File: src/rtl/core/mesh_cell_measure_core_defines.svh
// Assertion macros used by the core's RTL file mesh_cell_measure_core.sv
`ifndef MESH_CELL_MEASURE_CORE_DEFINES_SVH
`define MESH_CELL_MEASURE_CORE_DEFINES_SVH

// Same-cycle implication, sampled on the rising clock edge, off during reset
`define MCM_ASSERT_NOW(label, cond, prop, msg) \
    label: assert property (@(posedge clk) disable iff (!rst_n) (cond) |-> (prop)) \
        else $error(msg);

// Next-cycle implication, sampled on the rising clock edge, off during reset
`define MCM_ASSERT_NEXT(label, cond, prop, msg) \
    label: assert property (@(posedge clk) disable iff (!rst_n) (cond) |=> (prop)) \
        else $error(msg);

`endif

File: src/rtl/core/mcm_ram.sv
module mcm_ram #(
    parameter int Width = 60,
    parameter int Depth = 8
) (
    input  logic                     clk,
    input  logic                     we,
    input  logic [$clog2(Depth)-1:0] waddr,
    input  logic [Width-1:0]         wdata,
    input  logic [$clog2(Depth)-1:0] raddr,
    output logic [Width-1:0]         rdata
);

    logic [Width-1:0] mem [Depth];

    always_ff @(posedge clk)
    begin
        if (we)
        begin
            mem[waddr] <= wdata;
        end
        rdata <= mem[raddr];
    end

endmodule

File: config.mk
export PLATFORM = sky130hd
export DESIGN_NAME = mcm_ram
export DESIGN_NICKNAME = d
export VERILOG_FILES = /design/src/rtl/core/mesh_cell_measure_core_defines.svh /design/src/rtl/core/mcm_ram.sv
export SDC_FILE = /design/constraint.sdc
export NUM_CORES = 1
export LEC_CHECK = 0
export BUFFER_PORTS_ARGS = -buffer_cell sky130_fd_sc_hd__buf_4
export CORE_ASPECT_RATIO = 1.5
export CORE_MARGIN = 1.5
export CORE_UTILIZATION = 25
export DETAILED_ROUTE_END_ITERATION = 6
export PLACE_DENSITY = 0.45
export SYNTH_ARGS = -nofsm -noshare
export SYNTH_HDL_FRONTEND = slang
export SYNTH_SLANG_ARGS = --single-unit
File: constraint.sdc
create_clock -name clk -period 5.8 [get_ports clk]
set_input_delay 0.58 -clock clk [delete_from_list [all_inputs] [get_ports clk]]
set_output_delay 0.58 -clock clk [all_outputs]
set_load 0.02 [all_outputs]
==> results.md <==
- Antenna violations before repair: 6
- Count of placed standard cells in the final layout, fillers left out: 1975
- Library cell contributing the largest single delay on the critical path: sky130_fd_sc_hd__clkbuf_8
- GR Util All Layers: 0.106
- Post-CTS Hold Fix Bufs: 0
- Number of nets at the end of the flow: 990
- Per-cell routed wire length: 21.1 um
- RSZ-0062 raised after global routing: no
- Slew Limit Headroom: 0.320
- Area fraction in and, or, nand and nor cells after synthesis: 0.00303
- Count of final setup violators: 0
- Fin util: 0.300
- Dpl cells: 1890
- Register area: 15600 um2
- Number of warnings reported in the yosys synthesis log: 0
- Clk Latency, worst-skew pair: 570 ps
- Standby leakage power: 7.44 nW
- Clock tree buffer depth: 3
- Hold Crit Class: input pin to flop
- Net count after synthesis: 834
- Arithmetic-cell share of the synthesized area counting full adders, half adders and majority gates: 0
- Maximum fanout along the worst path: 66
- Clock transition at the registers of the reported paths: 70 ps
- Share of the synthesized area in compound gates (AO/OA/AOI/OAI): 0
- Largest family of logic cells by synthesized area: multiplexers
- Remaining antenna violation count after routing: 0
- GP Congestion: 0.666
- Fill cell instance count of the final layout: 7399
- Area Growth Syn to Fin: 19.0%
- Initial drt markers: 356
- Final worst path period need: 2280 ps
- Top achievable clock speed: 0.438 GHz
- Start-to-end type of the worst setup path: input pin to flop
- Cts bufs inserted: 46
- Cells resized by post-CTS repair: 0
- Status: complete, no violations
- Vert. Die Dim: 344 um
- Setup Total Neg Slack: 0 ps
- Number of optimization iterations in the first detailed-route pass: 4
- Antenna cells: 0
- Number of buffer cells added on primary ports: 127
- Worst path bufs/invs: 2
- DRC Markers: 0
- Number of global-route vias before repair: 9003
- Longest individual stage delay on the worst path: 630 ps
- Flip-flop and latch count after synthesis: 540
- Io pins: 128
- Post-detailed-route via-to-cell ratio: 4.14
- Max-capacitance violation count: 0
- CTS tree: built
- Max Clock Skew: 20.8 ps
- Pwr/cell area: 352 nW/um2
- Actual transition at the worst max-transition pin: 1020 ps
- Overflow after GRT: 0
- Post-synthesis cell area: 19400 um2
- H-tree levels: 2
- Die X: 230 um
- Fin Hold WS: 234 ps
- Pin count of the biggest net entering global routing: 91
- Die area: 79300 um2
- Required time reported for the critical path endpoint: 6260 ps
- Total number of vias: 8178
- Number of post-CTS setup repair buffers: 0
- Routed wire length: 41700 um
- Effective utilization at floorplan: 0.252
- Cells after Synth: 766
- CP endpoint kind: flop
- Share of the synthesized netlist area taken by xor and xnor gates: 0
- Wire length of the first global-routing pass: 61100 um
- Cell at the root of the clock tree: sky130_fd_sc_hd__clkbuf_16
- Multiplexer share of the synthesized area: 0.178
- Sequential fraction of the synthesis area: 0.805
- Final Slew Violations: 0
- Sinks on Clock Net: 540
- Share of post-route cells with drive strength above 1: 0.400
- Cell type group with the largest total delay on the critical path: buffers and inverters
- Chain of cells forming the critical path: clkbuf_8, buf_12, mux4_1, mux2_2
- Synthesized area divided by synthesized cell count: 25.3 um2
- Number of distinct library cell variants in the gate-level netlist after synthesis: 14
- Half-perimeter wire length after detailed placement: 22700 um
- Floorplan core area: 77100 um2
- Final Hold Viols: 0
- Fin crit share: 0.393
- Worst vdd ir: 0.000213 V
- FP Rows: 125
- Worst endpoint data arrival time: 2740 ps
- Combined area of the multi-input logic cells: 3570 um2
- Worst slack after detailed placement: 2860 ps
- Worst Slack Setup Final: 3520 ps
- Startpoint kind of the worst setup timing path: input pin
[worst paths after layout]
check | start | to | slack, ps | cells past startpoint
setup / recovery | raddr[0] | rdata[48]$_DFF_P_ | 3520 | 4
hold / removal | wdata[32] | mem[1][32]$_DFFE_PP_ | 230 | 1
setup reg to reg | mem[7][31]$_DFFE_PP_ | rdata[31]$_DFF_P_ | 4510 | 2
hold reg to reg | mem[7][48]$_DFFE_PP_ | rdata[48]$_DFF_P_ | 670 | 2
[flip-flops by register name, indices dropped and copies added, names as in the netlist]
name,cells
rdata,60
mem,480
[metrics by stage]
stage	total power [mW]	area, um2
final	8.14	23100
after global routing	8.42	23100
after CTS	8.26	23100
after detailed placement	5.04	21500
after global placement	5.03	21500
after floorplan	4.80	19400
[layout make-up]
cell class                      count  share of cell area
Timing Repair Buffer              141              0.0468
Sequential cell                   540               0.676
Tap cell                         1016              0.0550
Multi-Input combinational cell    193               0.154
Clock buffer                       61              0.0562
Clock inverter                     24              0.0114
[cells in the mapped netlist (all sizes together)]
cell type,instances,area [um2]
dfxtp,60,1200
nor2,6,22.5
edfxtp,480,14400
buf,22,239
nand2b,3,18.8
nand2,2,7.51
mux2,60,676
nor3,2,10.0
mux4,120,2780
clkbuf,11,41.3
[metal layers]
metal | vias to the layer above | wire, um | GRT usage
li1 | 3560 | - | -
met1 | 4404 | 17100 | 0.125
met2 | 137 | 21500 | 0.188
met3 | 65 | 2130 | 0.0264
met4 | 12 | 907 | 0.0332
met5 | - | 73 | 0
[power by group]
part	leakage, nW	internal (mW)	switching [mW]
Sequential	4.87	4.39	0.0513
Clock	0.774	1.81	1.39
Combinational	1.80	0.231	0.261
[layout by cell type (no fill, tap or decap), types with 5 or more instances in the layout]
master,n
sky130_fd_sc_hd__clkinv_2,10
sky130_fd_sc_hd__nor2_4,6
sky130_fd_sc_hd__clkbuf_8,8
sky130_fd_sc_hd__dfxtp_1,60
sky130_fd_sc_hd__mux4_1,20
sky130_fd_sc_hd__edfxtp_1,480
sky130_fd_sc_hd__mux2_2,60
sky130_fd_sc_hd__buf_4,138
sky130_fd_sc_hd__clkbuf_1,7
sky130_fd_sc_hd__clkbuf_16,47
sky130_fd_sc_hd__bufinv_16,5
sky130_fd_sc_hd__mux4_2,100
[kinds of logic (layout without fill, tap and decap cells)]
logic type,after synthesis,count (layout)
multiplexers,180,180
AND/OR/NAND/NOR,13,13
buffers and inverters,33,226
flip-flops,540,540
No activity file was read; power rests on OpenSTA's default activity.
